### config.mk
export PLATFORM = sky130hd
export DESIGN_NAME = wildcard_dna_pattern_matcher
export DESIGN_NICKNAME = d
export VERILOG_FILES = /design/src/hw/rtl/wdpm_pkg.sv /design/src/hw/rtl/wdpm_cell.sv /design/src/hw/rtl/wdpm_reduce.sv /design/src/hw/rtl/wildcard_dna_pattern_matcher.sv
export VERILOG_INCLUDE_DIRS = /design/src /design/src/hw/rtl
export SDC_FILE = /design/constraint.sdc
export NUM_CORES = 1
export LEC_CHECK = 0
export ABC_AREA = 1
export BUFFER_PORTS_ARGS = -buffer_cell sky130_fd_sc_hd__buf_4
export CORE_MARGIN = 2
export CORE_UTILIZATION = 55
export CTS_BUF_LIST = sky130_fd_sc_hd__clkbuf_8
export CTS_CLUSTER_DIAMETER = 30
export DETAILED_ROUTE_END_ITERATION = 10
export PLACE_DENSITY = 0.85
export SYNTH_ARGS = -nofsm -noshare
export SYNTH_HDL_FRONTEND = slang
export SYNTH_SLANG_ARGS = --single-unit
export TNS_END_PERCENT = 20
### constraint.sdc
create_clock -name clock -period 5 [get_ports clock]
set_input_delay 1.5 -clock clock [delete_from_list [all_inputs] [get_ports clock]]
set_output_delay 1.5 -clock clock [all_outputs]
set_load 0.1 [all_outputs]
### src/hw/rtl/wildcard_dna_pattern_matcher_macros.svh
// Assertion helpers used by the wdpm_reduce module.
// Each helper samples on the rising edge of clock and is disabled in reset.
`ifndef WILDCARD_DNA_PATTERN_MATCHER_MACROS_SVH
`define WILDCARD_DNA_PATTERN_MATCHER_MACROS_SVH

// Same-cycle implication.
`define WDPM_ASSERT_SAME(lbl, ante, cons, msg) \
   lbl: assert property (@(posedge clock) disable iff (reset) (ante) |-> (cons)) \
      else $error(msg);

// Next-cycle implication.
`define WDPM_ASSERT_NEXT(lbl, ante, cons, msg) \
   lbl: assert property (@(posedge clock) disable iff (reset) (ante) |=> (cons)) \
      else $error(msg);

`endif

### src/hw/rtl/wdpm_pkg.sv
package wdpm_pkg;

   // Sizing
   localparam int PATTERN_MAX   = 64;
   localparam int POSITION_BITS = 32;
   localparam int LEN_BITS      = $clog2(PATTERN_MAX + 1);
   localparam int GROUP_SIZE    = 8;
   localparam int GROUPS        = (PATTERN_MAX + GROUP_SIZE - 1) / GROUP_SIZE;
   localparam int PADDED        = GROUPS * GROUP_SIZE;

   // Beat modes
   localparam logic [1:0] MODE_CLEAR   = 2'd0;
   localparam logic [1:0] MODE_PATTERN = 2'd1;
   localparam logic [1:0] MODE_TEXT    = 2'd2;
   localparam logic [1:0] MODE_END     = 2'd3;

   // Symbol codes
   localparam logic [2:0] SYM_A     = 3'd0;
   localparam logic [2:0] SYM_C     = 3'd1;
   localparam logic [2:0] SYM_G     = 3'd2;
   localparam logic [2:0] SYM_T     = 3'd3;
   localparam logic [2:0] SYM_OTHER = 3'd4;

   localparam logic [7:0] CHAR_A = 8'h41;
   localparam logic [7:0] CHAR_C = 8'h43;
   localparam logic [7:0] CHAR_G = 8'h47;
   localparam logic [7:0] CHAR_T = 8'h54;

   localparam logic [7:0] WILDCARD_RESET = 8'h3f;

   typedef struct packed {
      logic [1:0] mode;
      logic [7:0] symbol_byte;
   } req_type;

   typedef struct packed {
      logic [31:0] match_position;
      logic        pattern_truncated;
   } rsp_type;

   // Per-beat controls fanned out to every cell
   typedef struct packed {
      logic clear_pattern;
      logic clear_text;
      logic shift_pattern;
      logic shift_text;
   } cell_ctrl_type;

   // Side data that travels down the compare pipeline
   typedef struct packed {
      logic                     valid;
      logic                     fill_ok;
      logic                     truncated;
      logic [POSITION_BITS-1:0] start;
   } stage_type;

   function automatic logic [2:0] map_symbol(input logic [7:0] b);
      logic [2:0] s;
      case (b)
         CHAR_A:  s = SYM_A;
         CHAR_C:  s = SYM_C;
         CHAR_G:  s = SYM_G;
         CHAR_T:  s = SYM_T;
         default: s = SYM_OTHER;
      endcase
      return s;
   endfunction

endpackage

### src/hw/rtl/wdpm_cell.sv
module wdpm_cell (
   input  logic                   clock,
   input  logic                   reset,
   input  wdpm_pkg::cell_ctrl_type ctrl,
   input  logic                   load_match,
   input  logic [2:0]             sym_prev,
   input  logic                   care_prev,
   input  logic [2:0]             text_prev,
   output logic [2:0]             sym_out,
   output logic                   care_out,
   output logic [2:0]             text_out,
   output logic                   match
);
   import wdpm_pkg::*;

   logic [2:0] sym_ff, sym_in;
   logic       care_ff, care_in;
   logic [2:0] text_ff, text_in;
   logic       match_ff, match_in;

   // Advance the pattern and text chains
   always_comb begin
      sym_in  = ctrl.shift_pattern ? sym_prev : sym_ff;
      care_in = ctrl.clear_pattern ? 1'b0 : (ctrl.shift_pattern ? care_prev : care_ff);
      text_in = ctrl.clear_text ? SYM_A : (ctrl.shift_text ? text_prev : text_ff);
      // compare against the state this beat leaves behind
      match_in = !care_in || (sym_in == text_in);
   end

   always_ff @(posedge clock) begin
      if (reset) begin
         care_ff <= 1'b0;
         text_ff <= SYM_A;
      end else begin
         care_ff <= care_in;
         text_ff <= text_in;
      end
   end

   // Hold the symbol and the compare bit; no reset needed
   always_ff @(posedge clock) begin
      sym_ff <= sym_in;
      if (load_match) begin
         match_ff <= match_in;
      end
   end

   assign sym_out  = sym_ff;
   assign care_out = care_ff;
   assign text_out = text_ff;
   assign match    = match_ff;

endmodule

### src/hw/rtl/wdpm_reduce.sv
`include "wildcard_dna_pattern_matcher_macros.svh"

module wdpm_reduce (
   input  logic                              clock,
   input  logic                              reset,
   input  logic [wdpm_pkg::PATTERN_MAX-1:0]  cell_match,
   input  wdpm_pkg::stage_type               stage1,
   output logic                              ready_2,
   output logic                              rsp_valid,
   input  logic                              rsp_ready,
   output wdpm_pkg::rsp_type                 rsp_data
);
   import wdpm_pkg::*;

   logic [PADDED-1:0] padded;
   logic [GROUPS-1:0] group_in, group_ff;
   stage_type         stage2_ff;
   logic              rsp_valid_ff;
   rsp_type           rsp_ff;
   logic              ready_3;

   assign ready_3 = !rsp_valid_ff || rsp_ready;
   assign ready_2 = !stage2_ff.valid || ready_3;

   // AND each group of cell compare bits; pad unused cells as matching
   always_comb begin
      padded                  = '1;
      padded[PATTERN_MAX-1:0] = cell_match;
      for (int g = 0; g < GROUPS; g++) begin
         group_in[g] = &padded[g*GROUP_SIZE +: GROUP_SIZE];
      end
   end

   // Stage two: group results and side data
   always_ff @(posedge clock) begin
      if (reset) begin
         stage2_ff.valid <= 1'b0;
      end else if (ready_2) begin
         stage2_ff.valid <= stage1.valid;
      end
      if (ready_2) begin
         group_ff            <= group_in;
         stage2_ff.fill_ok   <= stage1.fill_ok;
         stage2_ff.truncated <= stage1.truncated;
         stage2_ff.start     <= stage1.start;
      end
   end

   // Stage three: final AND into the output register
   always_ff @(posedge clock) begin
      if (reset) begin
         rsp_valid_ff <= 1'b0;
      end else if (ready_3) begin
         rsp_valid_ff <= stage2_ff.valid && stage2_ff.fill_ok && (&group_ff);
      end
   end

   always_ff @(posedge clock) begin
      if (ready_3) begin
         rsp_ff.match_position    <= 32'(stage2_ff.start);
         rsp_ff.pattern_truncated <= stage2_ff.truncated;
      end
   end

   assign rsp_valid = rsp_valid_ff;
   assign rsp_data  = rsp_ff;

   `WDPM_ASSERT_NEXT(a_stage2_holds, stage2_ff.valid && !ready_3,
                     stage2_ff.valid && $stable(stage2_ff.start),
                     "stage two beat lost under stall")
   `WDPM_ASSERT_NEXT(a_short_window, stage2_ff.valid && ready_3 && !stage2_ff.fill_ok,
                     !rsp_valid_ff, "result for a window that does not fit")
   `WDPM_ASSERT_NEXT(a_no_invented, !stage2_ff.valid && ready_3, !rsp_valid_ff,
                     "result without a text beat")
   `WDPM_ASSERT_SAME(a_ready_when_empty, !stage2_ff.valid, ready_2,
                     "stage two refuses while empty")

endmodule

### src/hw/rtl/wildcard_dna_pattern_matcher.sv
// Wildcard DNA pattern matcher.
// Request channel (req_valid/req_ready/req_data) carries one beat per mode:
// clear, pattern byte, text byte or end of text. Pattern bytes equal to the
// wildcard byte (csr_write_enable/csr_write_data, reset '?') match any symbol.
// Result channel (rsp_valid/rsp_ready/rsp_data) gives the start position of
// every full text window that matches, in ascending order, with the current
// truncation flag. Clear, end-of-text and pattern beats produce no result.
// A text beat, once accepted, loads the cell compare bits, then the group
// AND register and then the result register, which presents its result.
// Throughput: one beat per cycle while req_ready is high, set by a row of 64
// cells that each compare one pattern symbol against one text symbol,
// followed by a two-stage registered AND tree.
// A stalled receiver first fills the pipeline bubbles; req_ready drops only
// once the result register and both compare stages are full.
// Reset (synchronous) empties the pattern and text, restores the wildcard
// byte and drops every beat in flight. No clearing pass is needed.
module wildcard_dna_pattern_matcher (
   input  logic              clock,
   input  logic              reset,
   input  logic              req_valid,
   output logic              req_ready,
   input  wdpm_pkg::req_type req_data,
   output logic              rsp_valid,
   input  logic              rsp_ready,
   output wdpm_pkg::rsp_type rsp_data,
   input  logic              csr_write_enable,
   input  logic [7:0]        csr_write_data
);
   import wdpm_pkg::*;

   logic [7:0]               wildcard_ff;
   logic [LEN_BITS-1:0]      length_ff, length_in;
   logic [LEN_BITS-1:0]      fill_ff, fill_in;
   logic [POSITION_BITS-1:0] count_ff, count_in;
   logic                     trunc_ff, trunc_in;
   stage_type                stage1_ff, stage1_in;
   logic                     ready_1, ready_2, accept;
   logic                     is_clear, is_pattern, is_text, is_end, room;
   cell_ctrl_type            ctrl;
   logic [2:0]               new_sym;
   logic                     new_care;

   logic [2:0]               sym_chain  [PATTERN_MAX+1];
   logic                     care_chain [PATTERN_MAX+1];
   logic [2:0]               text_chain [PATTERN_MAX+1];
   logic [PATTERN_MAX-1:0]   cell_match;

   assign ready_1   = !stage1_ff.valid || ready_2;
   assign req_ready = ready_1;
   assign accept    = req_valid && ready_1;

   // Decode the beat
   always_comb begin
      is_clear   = accept && (req_data.mode == MODE_CLEAR);
      is_pattern = accept && (req_data.mode == MODE_PATTERN);
      is_text    = accept && (req_data.mode == MODE_TEXT);
      is_end     = accept && (req_data.mode == MODE_END);
      room       = length_ff < LEN_BITS'(PATTERN_MAX);
      ctrl.clear_pattern = is_clear;
      ctrl.clear_text    = is_clear || is_end;
      ctrl.shift_pattern = is_pattern && room;
      ctrl.shift_text    = is_text;
      new_sym  = map_symbol(req_data.symbol_byte);
      new_care = req_data.symbol_byte != wildcard_ff;
   end

   // Update lengths, counts and the first compare stage
   always_comb begin
      length_in = length_ff;
      fill_in   = fill_ff;
      count_in  = count_ff;
      trunc_in  = trunc_ff;
      if (is_clear) begin
         length_in = '0;
         fill_in   = '0;
         count_in  = '0;
         trunc_in  = 1'b0;
      end else if (is_end) begin
         fill_in  = '0;
         count_in = '0;
      end else if (is_pattern) begin
         if (room) begin
            length_in = length_ff + LEN_BITS'(1);
         end else begin
            trunc_in = 1'b1;
         end
      end else if (is_text) begin
         count_in = count_ff + POSITION_BITS'(1);
         if (fill_ff < LEN_BITS'(PATTERN_MAX)) begin
            fill_in = fill_ff + LEN_BITS'(1);
         end
      end
      stage1_in.valid     = is_text;
      stage1_in.fill_ok   = fill_in >= length_ff;
      stage1_in.truncated = trunc_ff;
      if (length_ff == '0) begin
         stage1_in.start = count_ff;
      end else begin
         stage1_in.start = count_ff + POSITION_BITS'(1)
                           - POSITION_BITS'(length_ff);
      end
   end

   always_ff @(posedge clock) begin
      if (reset) begin
         wildcard_ff <= WILDCARD_RESET;
         length_ff   <= '0;
         fill_ff     <= '0;
         count_ff    <= '0;
         trunc_ff    <= 1'b0;
      end else begin
         if (csr_write_enable) begin
            wildcard_ff <= csr_write_data;
         end
         length_ff <= length_in;
         fill_ff   <= fill_in;
         count_ff  <= count_in;
         trunc_ff  <= trunc_in;
      end
   end

   // Hold stage one side data alongside the cell compare bits
   always_ff @(posedge clock) begin
      if (reset) begin
         stage1_ff.valid <= 1'b0;
      end else if (ready_1) begin
         stage1_ff.valid <= stage1_in.valid;
      end
      if (ready_1) begin
         stage1_ff.fill_ok   <= stage1_in.fill_ok;
         stage1_ff.truncated <= stage1_in.truncated;
         stage1_ff.start     <= stage1_in.start;
      end
   end

   // Row of cells: new pattern and text symbols enter at cell zero
   assign sym_chain[0]  = new_sym;
   assign care_chain[0] = new_care;
   assign text_chain[0] = new_sym;

   for (genvar w = 0; w < PATTERN_MAX; w++) begin : g_cell
      wdpm_cell u_cell (
         .clock      (clock),
         .reset      (reset),
         .ctrl       (ctrl),
         .load_match (ready_1),
         .sym_prev   (sym_chain[w]),
         .care_prev  (care_chain[w]),
         .text_prev  (text_chain[w]),
         .sym_out    (sym_chain[w+1]),
         .care_out   (care_chain[w+1]),
         .text_out   (text_chain[w+1]),
         .match      (cell_match[w])
      );
   end

   wdpm_reduce u_reduce (
      .clock      (clock),
      .reset      (reset),
      .cell_match (cell_match),
      .stage1     (stage1_ff),
      .ready_2    (ready_2),
      .rsp_valid  (rsp_valid),
      .rsp_ready  (rsp_ready),
      .rsp_data   (rsp_data)
   );

endmodule
==> impl_results.html, run 1 <==
<table>
<tr><th>Metric</th><th>Value</th></tr>
<tr><th colspan="2">Status</th></tr>
<tr><td>Run status</td><td>finished clean</td></tr>
<tr><th colspan="2">Placed design</th></tr>
<tr><td>Placed cells</td><td>4338</td></tr>
<tr><td># port buffers</td><td>between 50 and 60</td></tr>
<tr><td>Last weighted congestion value of the routability-driven placer</td><td>0.927</td></tr>
<tr><td>Half-perimeter wire length after placement</td><td>40.0 mm</td></tr>
<tr><th colspan="2">Clocking</th></tr>
<tr><td>Number of cells upsized or downsized after cts</td><td>0</td></tr>
<tr><td>Number of buffers added by the clock tree synthesis step</td><td>114</td></tr>
<tr><td>Insertion delay to the later sink of the worst-skew pair</td><td>0.72 ns</td></tr>
<tr><td>Clk pin slew, worst setup/hold paths</td><td>around 0.060 ns</td></tr>
<tr><td>Count of hold buffers inserted by post-cts repair</td><td>0</td></tr>
<tr><td>Total clock sinks</td><td>679</td></tr>
<tr><td>Clock Path Buffers</td><td>3</td></tr>
<tr><td>CTS tree</td><td>built</td></tr>
<tr><td>Clock tree root buffer cell</td><td>clkbuf_8</td></tr>
<tr><td>Deepest level of the CTS H-tree</td><td>3</td></tr>
<tr><td>Setup Fix Bufs, Post-CTS</td><td>0</td></tr>
<tr><th colspan="2">Power and ir drop</th></tr>
<tr><td>Power Density</td><td>378 mW/mm^2</td></tr>
<tr><td>Worst voltage drop across the vdd grid</td><td>0.254 mV</td></tr>
<tr><td>Leakage power of the design</td><td>about 15 nW</td></tr>
<tr><th colspan="2">Drt</th></tr>
<tr><td>Final wirelength</td><td>66.0 mm</td></tr>
<tr><td>Average detailed-routed wire length per instance</td><td>roughly 14 um</td></tr>
<tr><td>Remaining antenna violation count</td><td>0</td></tr>
<tr><td>Drt first pass iters</td><td>5</td></tr>
<tr><td>DRC violation total after the first TritonRoute iteration</td><td>between 2000 and 2500</td></tr>
<tr><td>Post-route DRC violation count</td><td>0</td></tr>
<tr><td>Drt via density</td><td>around 5.2</td></tr>
<tr><td>Vias</td><td>23900</td></tr>
<tr><th colspan="2">Synthesis</th></tr>
<tr><td>Nets in the synthesized netlist</td><td>~3800</td></tr>
<tr><td>Register bit count reported by yosys</td><td>approximately 680</td></tr>
<tr><td>Count of unique library cells instantiated by Yosys</td><td>47</td></tr>
<tr><td>EDFF count, synth</td><td>173</td></tr>
<tr><td>Fraction of synthesized cell area in xor and xnor cells</td><td>6.11%</td></tr>
<tr><td>Mean Syn Cell Area</td><td>7.95 um^2</td></tr>
<tr><td>Commonest register cell after synthesis</td><td>dfxtp_1</td></tr>
<tr><td>Sequential fraction of the synthesis area</td><td>between 50% and 60%</td></tr>
<tr><td>Area share of fa/ha/maj cells after synthesis</td><td>0.826%</td></tr>
<tr><td>Async set-or-reset flop fraction in the synthesized netlist</td><td>0%</td></tr>
<tr><td>Post-Syn Area</td><td>roughly 0.030 mm^2</td></tr>
<tr><td>Portion of netlist area occupied by mux cells</td><td>0%</td></tr>
<tr><td>Post-synthesis share of cell area spent on and, or, nand and nor gates</td><td>27.4%</td></tr>
<tr><td>Synth Area in Compound Gates</td><td>6.66%</td></tr>
<tr><td>Cell count after synthesis</td><td>roughly 3700</td></tr>
<tr><td>Largest family of logic cells by synthesized area</td><td>simple AND/OR/NAND/NOR gates</td></tr>
<tr><td>Yosys warning count</td><td>0</td></tr>
<tr><th colspan="2">Setup path</th></tr>
<tr><td>Worst Reg-to-Reg Cells</td><td>16</td></tr>
<tr><td>Sort of element at the start of the critical path</td><td>primary input</td></tr>
<tr><td>Worst setup path class</td><td>primary input to output pin</td></tr>
<tr><td>Worst flop-to-flop path endpoint</td><td>stage1_ff[17]</td></tr>
<tr><td>Biggest fanout along the worst timing path</td><td>5</td></tr>
<tr><td>Required time at the worst-slack endpoint</td><td>3.50 ns</td></tr>
<tr><td>Start of the worst register-to-register path</td><td>count_ff[0]</td></tr>
<tr><td>Flop2flop setup slack</td><td>1.61 ns</td></tr>
<tr><td>Endpoint kind of the worst setup timing path</td><td>output pin</td></tr>
<tr><td>WP data arrival</td><td>~2.4 ns</td></tr>
<tr><th colspan="2">Timing</th></tr>
<tr><td>Sum Neg Setup Slack</td><td>0 ns</td></tr>
<tr><td>Relative slew slack</td><td>approximately 26%</td></tr>
<tr><td>Maximum clock skew at final layout</td><td>0.0367 ns</td></tr>
<tr><td>Hold violation count in the final report</td><td>0</td></tr>
<tr><td>RSZ-0062 raised after global routing</td><td>no</td></tr>
<tr><td>Setup violations, final</td><td>0</td></tr>
<tr><td>Crit share post-route</td><td>77.2%</td></tr>
<tr><td>Final number of max-transition violations</td><td>0</td></tr>
<tr><td>Min cycle time layout</td><td>between 3 and 4 ns</td></tr>
<tr><td>Transition at the pin with the smallest max-transition slack</td><td>1.11 ns</td></tr>
<tr><td>Top achievable clock speed</td><td>259 MHz</td></tr>
<tr><th colspan="2">Cells and area</th></tr>
<tr><td>Commonest non-fill, non-tap cells in the layout</td><td>1160 x nand2_1, 506 x dfxtp_1, 412 x nor2_1, 391 x inv_1, 206 x nand3_1</td></tr>
<tr><td>Fraction of final layout cells with drive strength greater than 1</td><td>8.73%</td></tr>
<tr><td>Nets</td><td>3800</td></tr>
<tr><td>Fillcell total</td><td>4360</td></tr>
<tr><td>Commonest non-fill, non-tap cell in the layout</td><td>nand2_1</td></tr>
<tr><td>Non-Filler Instances</td><td>4558</td></tr>
<tr><td>Total area of sequential cells</td><td>~0.015 mm^2</td></tr>
<tr><td>Relative area change from synthesis to final layout</td><td>11.6%</td></tr>
<tr><td>Multi-input gate area in the final layout</td><td>0.0122 mm^2</td></tr>
<tr><th colspan="2">Floorplan</th></tr>
<tr><td>Y dimension of the die</td><td>236 um</td></tr>
<tr><td>Horiz. Die Dim</td><td>236 um</td></tr>
<tr><td>Floorplan die area</td><td>~0.056 mm^2</td></tr>
<tr><td>Core region area</td><td>0.0536 mm^2</td></tr>
<tr><td>Placement Rows</td><td>85</td></tr>
<tr><td>Number of ports placed on the die boundary</td><td>58</td></tr>
<tr><td>Initial Utilization</td><td>55.4%</td></tr>
<tr><th colspan="2">GRT</th></tr>
<tr><td>Antenna violations before repair</td><td>1</td></tr>
<tr><td>Number of global-route vias before repair</td><td>22800</td></tr>
<tr><td>Largest net degree at the start of global routing</td><td>200</td></tr>
<tr><td>Total global routing overflow</td><td>0</td></tr>
<tr><td>Global-route wire length before repair</td><td>110 mm</td></tr>
<tr><td>Most heavily used metal layer in global routing</td><td>met2</td></tr>
<tr><td>Total track usage</td><td>23.4%</td></tr>
<tr><td>Met2 Usage GRT</td><td>37.6%</td></tr>
<tr><td>Met3 Track Usage GR</td><td>4.20%</td></tr>
<tr><td>Global-route track usage on met1</td><td>31.9%</td></tr>
<tr><th colspan="2">Hold path</th></tr>
<tr><td>Class of the tightest hold or removal check</td><td>register to register</td></tr>
<tr><td>Hold path startpoint</td><td>stage1_ff[8]</td></tr>
<tr><td>Hold-critical path depth</td><td>0</td></tr>
<tr><td>Endpoint of the worst hold-timing path</td><td>u_reduce.stage2_ff[8]</td></tr>
<tr><th colspan="2">Flow run</th></tr>
<tr><td>Max cap viols</td><td>0</td></tr>
</table>
## how the worst max path moves through the flow
stage / startpoint / endpoint / slack [ns] / cells after the start
3_5_place_dp: rsp_ready / stage1_ff[33] / 0.68 / 19
2_1_floorplan: rsp_ready / stage1_ff[33] / 0.16 / 19
3_3_place_gp: rsp_ready / stage1_ff[33] / 0.69 / 19
5_1_grt: rsp_ready / req_ready / 1.13 / 6
6_report: rsp_ready / req_ready / 1.14 / 6
4_1_cts: rsp_ready / req_ready / 1.16 / 6
## worst max-delay path, cell delays in order
cell and delay, ns:
buf_4 0.11, inv_1 0.09, nand2_2 0.11, nor2_4 0.19, nand2_8 0.08, buf_4 0.24
## layer usage
metal	vias up	share of wire [%]
li1	12000	-
met1	11000	45
met2	779	46
met3	130	6.8
met4	0	2.3
met5	-	0
## synth_stat cells, types with 3 or more instances
cell      count  area share (%)
nand2_1    1160              15
dfxtp_1     506              34
nor2_1      412             5.2
inv_1       366             4.6
nand3_1     206             3.5
edfxtp_1    173              17
xor2_1      138             4.1
o21ai_0     125             2.1
o211ai_1    124             3.1
buf_2        84             1.4
nor3_1       71             1.2
clkbuf_1     68            0.86
xnor2_1      66             1.9
a21oi_1      50            0.84
nand4_1      31            0.65
nand2_2      29            0.61
ha_1         18            0.76
nor2_2       18            0.38
nor2_4       14            0.53
buf_4         9            0.23
buf_1         8            0.10
o21ai_1       8            0.13
or2_2         7            0.15
a31oi_1       5            0.11
and2_1        3           0.063
clkinv_1      3           0.038
inv_2         3           0.038
nand2_4       3            0.11
nand3_2       3            0.10
nand3b_1      3           0.076
o21bai_1      3           0.076
## metrics by stage
step | instance area [um^2] | hold slack, ns | utilization, % | power [mW] | setup WS (ns)
2_1_floorplan | 29700 | 0.400 | - | 6.86 | 0.157
3_3_place_gp | 30500 | 0.401 | 56.9 | 7.10 | 0.692
3_5_place_dp | 30500 | 0.405 | 56.9 | 7.12 | 0.678
4_1_cts | 33200 | 0.414 | 61.8 | 12.6 | 1.16
5_1_grt | 33200 | 0.422 | 61.9 | 13.0 | 1.13
6_report | 33200 | 0.411 | 61.9 | 12.5 | 1.14
## layout make-up
class                           instances  area share, %
Antenna cell                            2         0.0151
Clock inverter                         90           2.64
Timing Repair Buffer                   76           2.08
Clock buffer                          128           5.31
Inverter                              372           4.24
Tap cell                              696           2.63
Sequential cell                       679           46.2
Multi-Input combinational cell       2515           36.9
## report_power, final
part           internal (mW)  switching, mW  total [mW]
clock                   3.22           2.30        5.52
sequential              5.84         0.0965        5.94
combinational          0.325          0.762        1.09
total                   9.39           3.16        12.5
## state kept, by name, indices dropped and copies added, names as in the netlist
register	cells
g_cell.u_cell.sym_out	192
g_cell.u_cell.text_out	192
g_cell.u_cell.care_out	64
g_cell.u_cell.match	64
stage1_ff	35
u_reduce.stage2_ff	35
u_reduce.rsp_data	33
count_ff	32
u_reduce.group_ff	8
wildcard_ff	8
fill_ff	7
length_ff	7
trunc_ff	1
u_reduce.rsp_valid	1
## logic make-up (layout without fill, tap and decap cells)
family / Yosys count / count (layout)
buf+inv: 543 / 666
compound gates: 325 / 325
fa+ha+maj: 19 / 19
flops: 679 / 679
simple gates: 1966 / 1966
other cells: 0 / 2
xor+xnor: 205 / 205
(Power assumes the default switching activity.)
==> run 2, diff against run 1 <==
- ABC_AREA: 1 -> 0
- clock period: 5 -> 3.2 ns (I/O delays scaled with it)
==> run 2 against run 1 <==
Effect of this change:
- hold slack barely moved
- highest routed layer unchanged
- worst setup slack worse by 1.2 ns
- the flow now finishes with violations (negative setup slack)
- via count is 1.0% higher
- largest cell class unchanged
- largest power group unchanged
==> impl_results.html, run 2 <==
<table>
<tr><th>Metric</th><th>Value</th></tr>
<tr><th colspan="2">Power and ir drop</th></tr>
<tr><td>Power Density</td><td>514 mW/mm^2 (was 378 mW/mm^2)</td></tr>
<tr><td>Power share of the clock group</td><td>47.0% (was 44.0%)</td></tr>
<tr><td>Fraction of power consumed by combinational cells</td><td>5.8% (was 8.7%)</td></tr>
<tr><td>Sw Ratio</td><td>23.7% (was 25.2%)</td></tr>
<tr><td>Final Power</td><td>18.9 mW (was 12.5 mW)</td></tr>
<tr><td>Power Internal</td><td>14.4 mW (was 9.39 mW)</td></tr>
<tr><td>Share of power burned in registers</td><td>47.2% (was 47.3%)</td></tr>
<tr><td>Worst voltage drop across the vdd grid</td><td>0.436 mV (was 0.254 mV)</td></tr>
<tr><td>Leakage power of the design</td><td>14.5 nW (was 15.1 nW)</td></tr>
<tr><td>Reported net switching power</td><td>4.47 mW (was 3.16 mW)</td></tr>
<tr><th colspan="2">Synthesis</th></tr>
<tr><td>Most frequently used cell type in the post-synthesis netlist</td><td>dfxtp_1 (was nand2_1)</td></tr>
<tr><td>Leading post-synthesis cells by instance count</td><td>506 x dfxtp_1, 469 x nor2_1, 318 x mux2i_1 (was 1160 x nand2_1, 506 x dfxtp_1, 412 x nor2_1)</td></tr>
<tr><td>Register bit count reported by yosys</td><td>679 (unchanged)</td></tr>
<tr><td>Synth top area share</td><td>33.9% (was 34.1%)</td></tr>
<tr><td>Nets in the synthesized netlist</td><td>2999 (was 3779)</td></tr>
<tr><td>Async set-or-reset flop fraction in the synthesized netlist</td><td>0% (unchanged)</td></tr>
<tr><td>Sequential fraction of the synthesis area</td><td>51.2% (was 51.6%)</td></tr>
<tr><td>Leading area contributor after synthesis</td><td>dfxtp_1 (unchanged)</td></tr>
<tr><td>Cell count after synthesis</td><td>2957 (was 3737)</td></tr>
<tr><td>Most area-consuming cells after synthesis</td><td>dfxtp_1 34%, edfxtp_1 17%, mux2i_1 11%, nor2_1 5.9%, xnor2_1 3.6% (was dfxtp_1 34%, edfxtp_1 17%, nand2_1 15%, nor2_1 5.2%, inv_1 4.6%)</td></tr>
<tr><td>Mean Syn Cell Area</td><td>10.1 um^2 (was 7.95 um^2)</td></tr>
<tr><td>Commonest register cell after synthesis</td><td>dfxtp_1 (unchanged)</td></tr>
<tr><td>EDFF count, synth</td><td>173 (unchanged)</td></tr>
<tr><td>Yosys warning count</td><td>0 (unchanged)</td></tr>
<tr><td>Count of unique library cells instantiated by Yosys</td><td>77 (was 47)</td></tr>
<tr><td>Post-Syn Area</td><td>0.0299 mm^2 (was 0.0297 mm^2)</td></tr>
<tr><th colspan="2">Setup path</th></tr>
<tr><td>Flop2flop setup slack</td><td>-0.1 ns (was 1.61 ns)</td></tr>
<tr><td>Worst Reg-to-Reg Cells</td><td>15 (was 16)</td></tr>
<tr><td>Biggest fanout along the worst timing path</td><td>7 (was 5)</td></tr>
<tr><td>Worst setup path class</td><td>register to register (was primary input to output pin)</td></tr>
<tr><td>Required time at the worst-slack endpoint</td><td>3.65 ns (was 3.50 ns)</td></tr>
<tr><td>WP data arrival</td><td>3.75 ns (was 2.36 ns)</td></tr>
<tr><td>Endpoint kind of the worst setup timing path</td><td>register (was output pin)</td></tr>
<tr><td>Start of the worst register-to-register path</td><td>count_ff[0] (unchanged)</td></tr>
<tr><td>Worst flop-to-flop path endpoint</td><td>stage1_ff[30] (was stage1_ff[17])</td></tr>
<tr><td>Sort of element at the start of the critical path</td><td>register (was primary input)</td></tr>
<tr><th colspan="2">Timing</th></tr>
<tr><td>Crit share post-route</td><td>103%</td></tr>
<tr><td>Maximum clock skew at final layout</td><td>0.0389 ns (was 0.0367 ns)</td></tr>
<tr><td>Relative slew slack</td><td>34.3% (was 25.7%)</td></tr>
<tr><td>Setup violations, final</td><td>9 (was 0)</td></tr>
<tr><td>Min cycle time layout</td><td>approximately 3.3 ns</td></tr>
<tr><td>Worst setup slack after layout</td><td>-0.0994 ns (was 1.14 ns)</td></tr>
<tr><td>Top achievable clock speed</td><td>303 MHz</td></tr>
<tr><td>Transition at the pin with the smallest max-transition slack</td><td>0.986 ns (was 1.11 ns)</td></tr>
<tr><td>Final number of max-transition violations</td><td>0 (unchanged)</td></tr>
<tr><td>RSZ-0062 raised after global routing</td><td>yes (was no)</td></tr>
<tr><td>Hold violation count in the final report</td><td>0 (unchanged)</td></tr>
<tr><th colspan="2">Floorplan</th></tr>
<tr><td>Y dimension of the die</td><td>237 um (was 236 um)</td></tr>
<tr><td>Placement Rows</td><td>85 (unchanged)</td></tr>
<tr><td>Initial Utilization</td><td>55.6% (was 55.4%)</td></tr>
<tr><td>Floorplan die area</td><td>0.0563 mm^2 (was 0.0559 mm^2)</td></tr>
<tr><td>Core region area</td><td>0.0538 mm^2 (was 0.0536 mm^2)</td></tr>
<tr><td>Number of ports placed on the die boundary</td><td>58 (unchanged)</td></tr>
<tr><td>Horiz. Die Dim</td><td>237 um (was 236 um)</td></tr>
<tr><th colspan="2">Placed design</th></tr>
<tr><td># port buffers</td><td>57 (unchanged)</td></tr>
<tr><td>Half-perimeter wire length after placement</td><td>47.8 mm (was 40.0 mm)</td></tr>
<tr><td>Post-place setup slack</td><td>-0.593 ns (was 0.678 ns)</td></tr>
<tr><td>Post-DP Area</td><td>0.0337 mm^2 (was 0.0305 mm^2)</td></tr>
<tr><td>Last weighted congestion value of the routability-driven placer</td><td>0.889 (was 0.927)</td></tr>
<tr><th colspan="2">Hold path</th></tr>
<tr><td>Class of the tightest hold or removal check</td><td>register to register (unchanged)</td></tr>
<tr><td>Endpoint of the worst hold-timing path</td><td>u_reduce.stage2_ff[18] (was u_reduce.stage2_ff[8])</td></tr>
<tr><td>Hold-critical path depth</td><td>0 (unchanged)</td></tr>
<tr><td>Hold path startpoint</td><td>stage1_ff[18] (was stage1_ff[8])</td></tr>
<tr><th colspan="2">GRT</th></tr>
<tr><td>Largest net degree at the start of global routing</td><td>61 (was 200)</td></tr>
<tr><td>Total global routing overflow</td><td>0 (unchanged)</td></tr>
<tr><td>Number of global-route vias before repair</td><td>25200 (was 22800)</td></tr>
<tr><td>Antenna violations before repair</td><td>1 (unchanged)</td></tr>
<tr><td>Total track usage</td><td>26.5% (was 23.4%)</td></tr>
<tr><td>Global-route wire length before repair</td><td>123 mm (was 110 mm)</td></tr>
<tr><th colspan="2">Flow run</th></tr>
<tr><td>Max cap viols</td><td>0 (unchanged)</td></tr>
<tr><th colspan="2">Cells and area</th></tr>
<tr><td>Final instance area</td><td>0.0367 mm^2 (was 0.0332 mm^2)</td></tr>
<tr><td>Commonest non-fill, non-tap cell in the layout</td><td>dfxtp_1 (was nand2_1)</td></tr>
<tr><td>Fraction of final layout cells with drive strength greater than 1</td><td>22.3% (was 8.73%)</td></tr>
<tr><td>Commonest non-fill, non-tap cells in the layout</td><td>503 x dfxtp_1, 465 x nor2_1, 411 x buf_4, 308 x mux2i_1, 267 x nand2_1 (was 1160 x nand2_1, 506 x dfxtp_1, 412 x nor2_1, 391 x inv_1, 206 x nand3_1)</td></tr>
<tr><td>Multi-input gate area in the final layout</td><td>0.0139 mm^2 (was 0.0122 mm^2)</td></tr>
<tr><td>Relative area change from synthesis to final layout</td><td>22.6% (was 11.6%)</td></tr>
<tr><td>Fillcell total</td><td>3455 (was 4360)</td></tr>
<tr><td>Total area of sequential cells</td><td>0.0153 mm^2 (about the same)</td></tr>
<tr><td>Nets</td><td>3396 (was 3800)</td></tr>
<tr><th colspan="2">Clocking</th></tr>
<tr><td>Insertion delay to the later sink of the worst-skew pair</td><td>0.74 ns (was 0.72 ns)</td></tr>
<tr><td>Clock Path Buffers</td><td>3 (unchanged)</td></tr>
<tr><td>Clock tree root buffer cell</td><td>clkbuf_8 (unchanged)</td></tr>
<tr><td>Deepest level of the CTS H-tree</td><td>3 (unchanged)</td></tr>
<tr><td>Total clock sinks</td><td>679 (unchanged)</td></tr>
<tr><td>Count of hold buffers inserted by post-cts repair</td><td>0 (unchanged)</td></tr>
<tr><td>Number of buffers added by the clock tree synthesis step</td><td>120 (was 114)</td></tr>
<tr><td>CTS tree</td><td>built (unchanged)</td></tr>
<tr><td>Clk pin slew, worst setup/hold paths</td><td>0.06 ns (about the same)</td></tr>
<tr><th colspan="2">Drt</th></tr>
<tr><td>Remaining antenna violation count</td><td>0 (unchanged)</td></tr>
<tr><td>Drt via density</td><td>5.80 (was 5.23)</td></tr>
<tr><td>Final wirelength</td><td>76.7 mm (was 66.0 mm)</td></tr>
<tr><td>Post-route DRC violation count</td><td>0 (unchanged)</td></tr>
<tr><td>Vias</td><td>24100 (was 23900)</td></tr>
<tr><td>Average detailed-routed wire length per instance</td><td>18.5 um (was 14.5 um)</td></tr>
<tr><td>Drt first pass iters</td><td>8 (was 5)</td></tr>
<tr><td>DRC violation total after the first TritonRoute iteration</td><td>1943 (was 2434)</td></tr>
<tr><th colspan="2">Status</th></tr>
<tr><td>Violations in the final reports</td><td>negative setup slack</td></tr>
<tr><td>Run status</td><td>finished, violations left (was finished clean)</td></tr>
</table>
run 2: changes by cell type in the layout (fill, tap and decap cells not counted), moves of 69 or more:
| cell | change |
|---|---|
| o21ai_0 | -98 |
| o211ai_1 | -122 |
| inv_1 | -300 |
| mux2i_1 | +308 |
| buf_4 | +345 |
| nand3_1 | -172 |
| nand2_1 | -893 |
| nor2b_1 | +69 |
run 2: metrics by stage:
step | instances | hold slack [ns] | utilization [%] | setup TNS [ns]
final | 4153 | 0.411 | 68.1 | -0.344
after global routing | 4153 | 0.420 | 68.1 | -1.83
after floorplan | 2957 | 0.400 | - | -2533.97
after global placement | 3915 | 0.400 | 62.7 | -32.59
after CTS | 4149 | 0.387 | 67.9 | -0.0310
after detailed placement | 3915 | 0.405 | 62.7 | -46.29
run 2: worst max-delay path by stage:
stage	endpoint	slack, ns	cells past startpoint	startpoint
after floorplan	stage1_ff[33]	-4.87	16	rsp_ready
after global routing	stage1_ff[30]	-0.17	15	count_ff[0]
after detailed placement	g_cell[61].u_cell.match	-0.59	11	rsp_ready
after global placement	g_cell[39].u_cell.match	-0.49	12	rsp_ready
after CTS	stage1_ff[29]	-0.02	15	count_ff[1]
final	stage1_ff[30]	-0.1	15	count_ff[0]
run 2: cell type report:
cell class,count,share of cell area [%]
multi-input cells,2038,37.8
repair buffers,441,9.91
diodes,1,0.00682
clock buffers,133,4.99
clock inverters,91,2.33
flip-flops and latches,679,41.8
well taps,696,2.37
inverters,74,0.758
run 2: cells by family (layout without fill, tap and decap cells):
group	count (synthesis)	count (layout)	synth area share [%]
other	0	1	0
buffers and inverters	240	739	3.47
AO/OA/AOI/OAI	365	365	9.08
flip-flops	679	679	51.2
multiplexers	377	377	12.9
XOR/XNOR	218	218	6.38
AND/OR/NAND/NOR	1059	1059	16.2
adder cells (fa/ha/maj)	19	19	0.820
run 2: layer usage:
metal / wire length (um) / track usage, %
met2: 38000 / 46.5
met1: 30400 / 31.0
met5: 0 / 0
met4: 3000 / 13.0
met3: 5190 / 4.90
run 2: worst max-delay path: stages, from the launching register on:
cell,delay [ns]
dfxtp_2,0.35
buf_4,0.19
and4_4,0.25
nand2_2,0.08
xnor2_2,0.17
ha_1,0.33
buf_4,0.16
o21ai_1,0.16
inv_1,0.09
nand4_1,0.20
nand4_4,0.14
nor4_4,0.29
buf_6,0.18
a21oi_1,0.06
a41oi_2,0.20
nand3_1,0.15
run 2: power by group through the flow:
stage          clock network, mW  logic [mW]  registers (mW)
6_report                    8.86        1.10            8.91
5_1_grt                     9.33        1.15            8.91
4_1_cts                     8.94        1.07            8.91
3_5_place_dp                   0        1.05            9.09
3_3_place_gp                   0       0.999            9.08
2_1_floorplan                  0       0.604            9.15
run 2: what timing repair did:
item | in CTS | in global routing
setup buffers | 10 | 3
gates resized for setup | 18 | 19
setup endpoints to repair | 11 | 35
pin swaps | 9 | 14
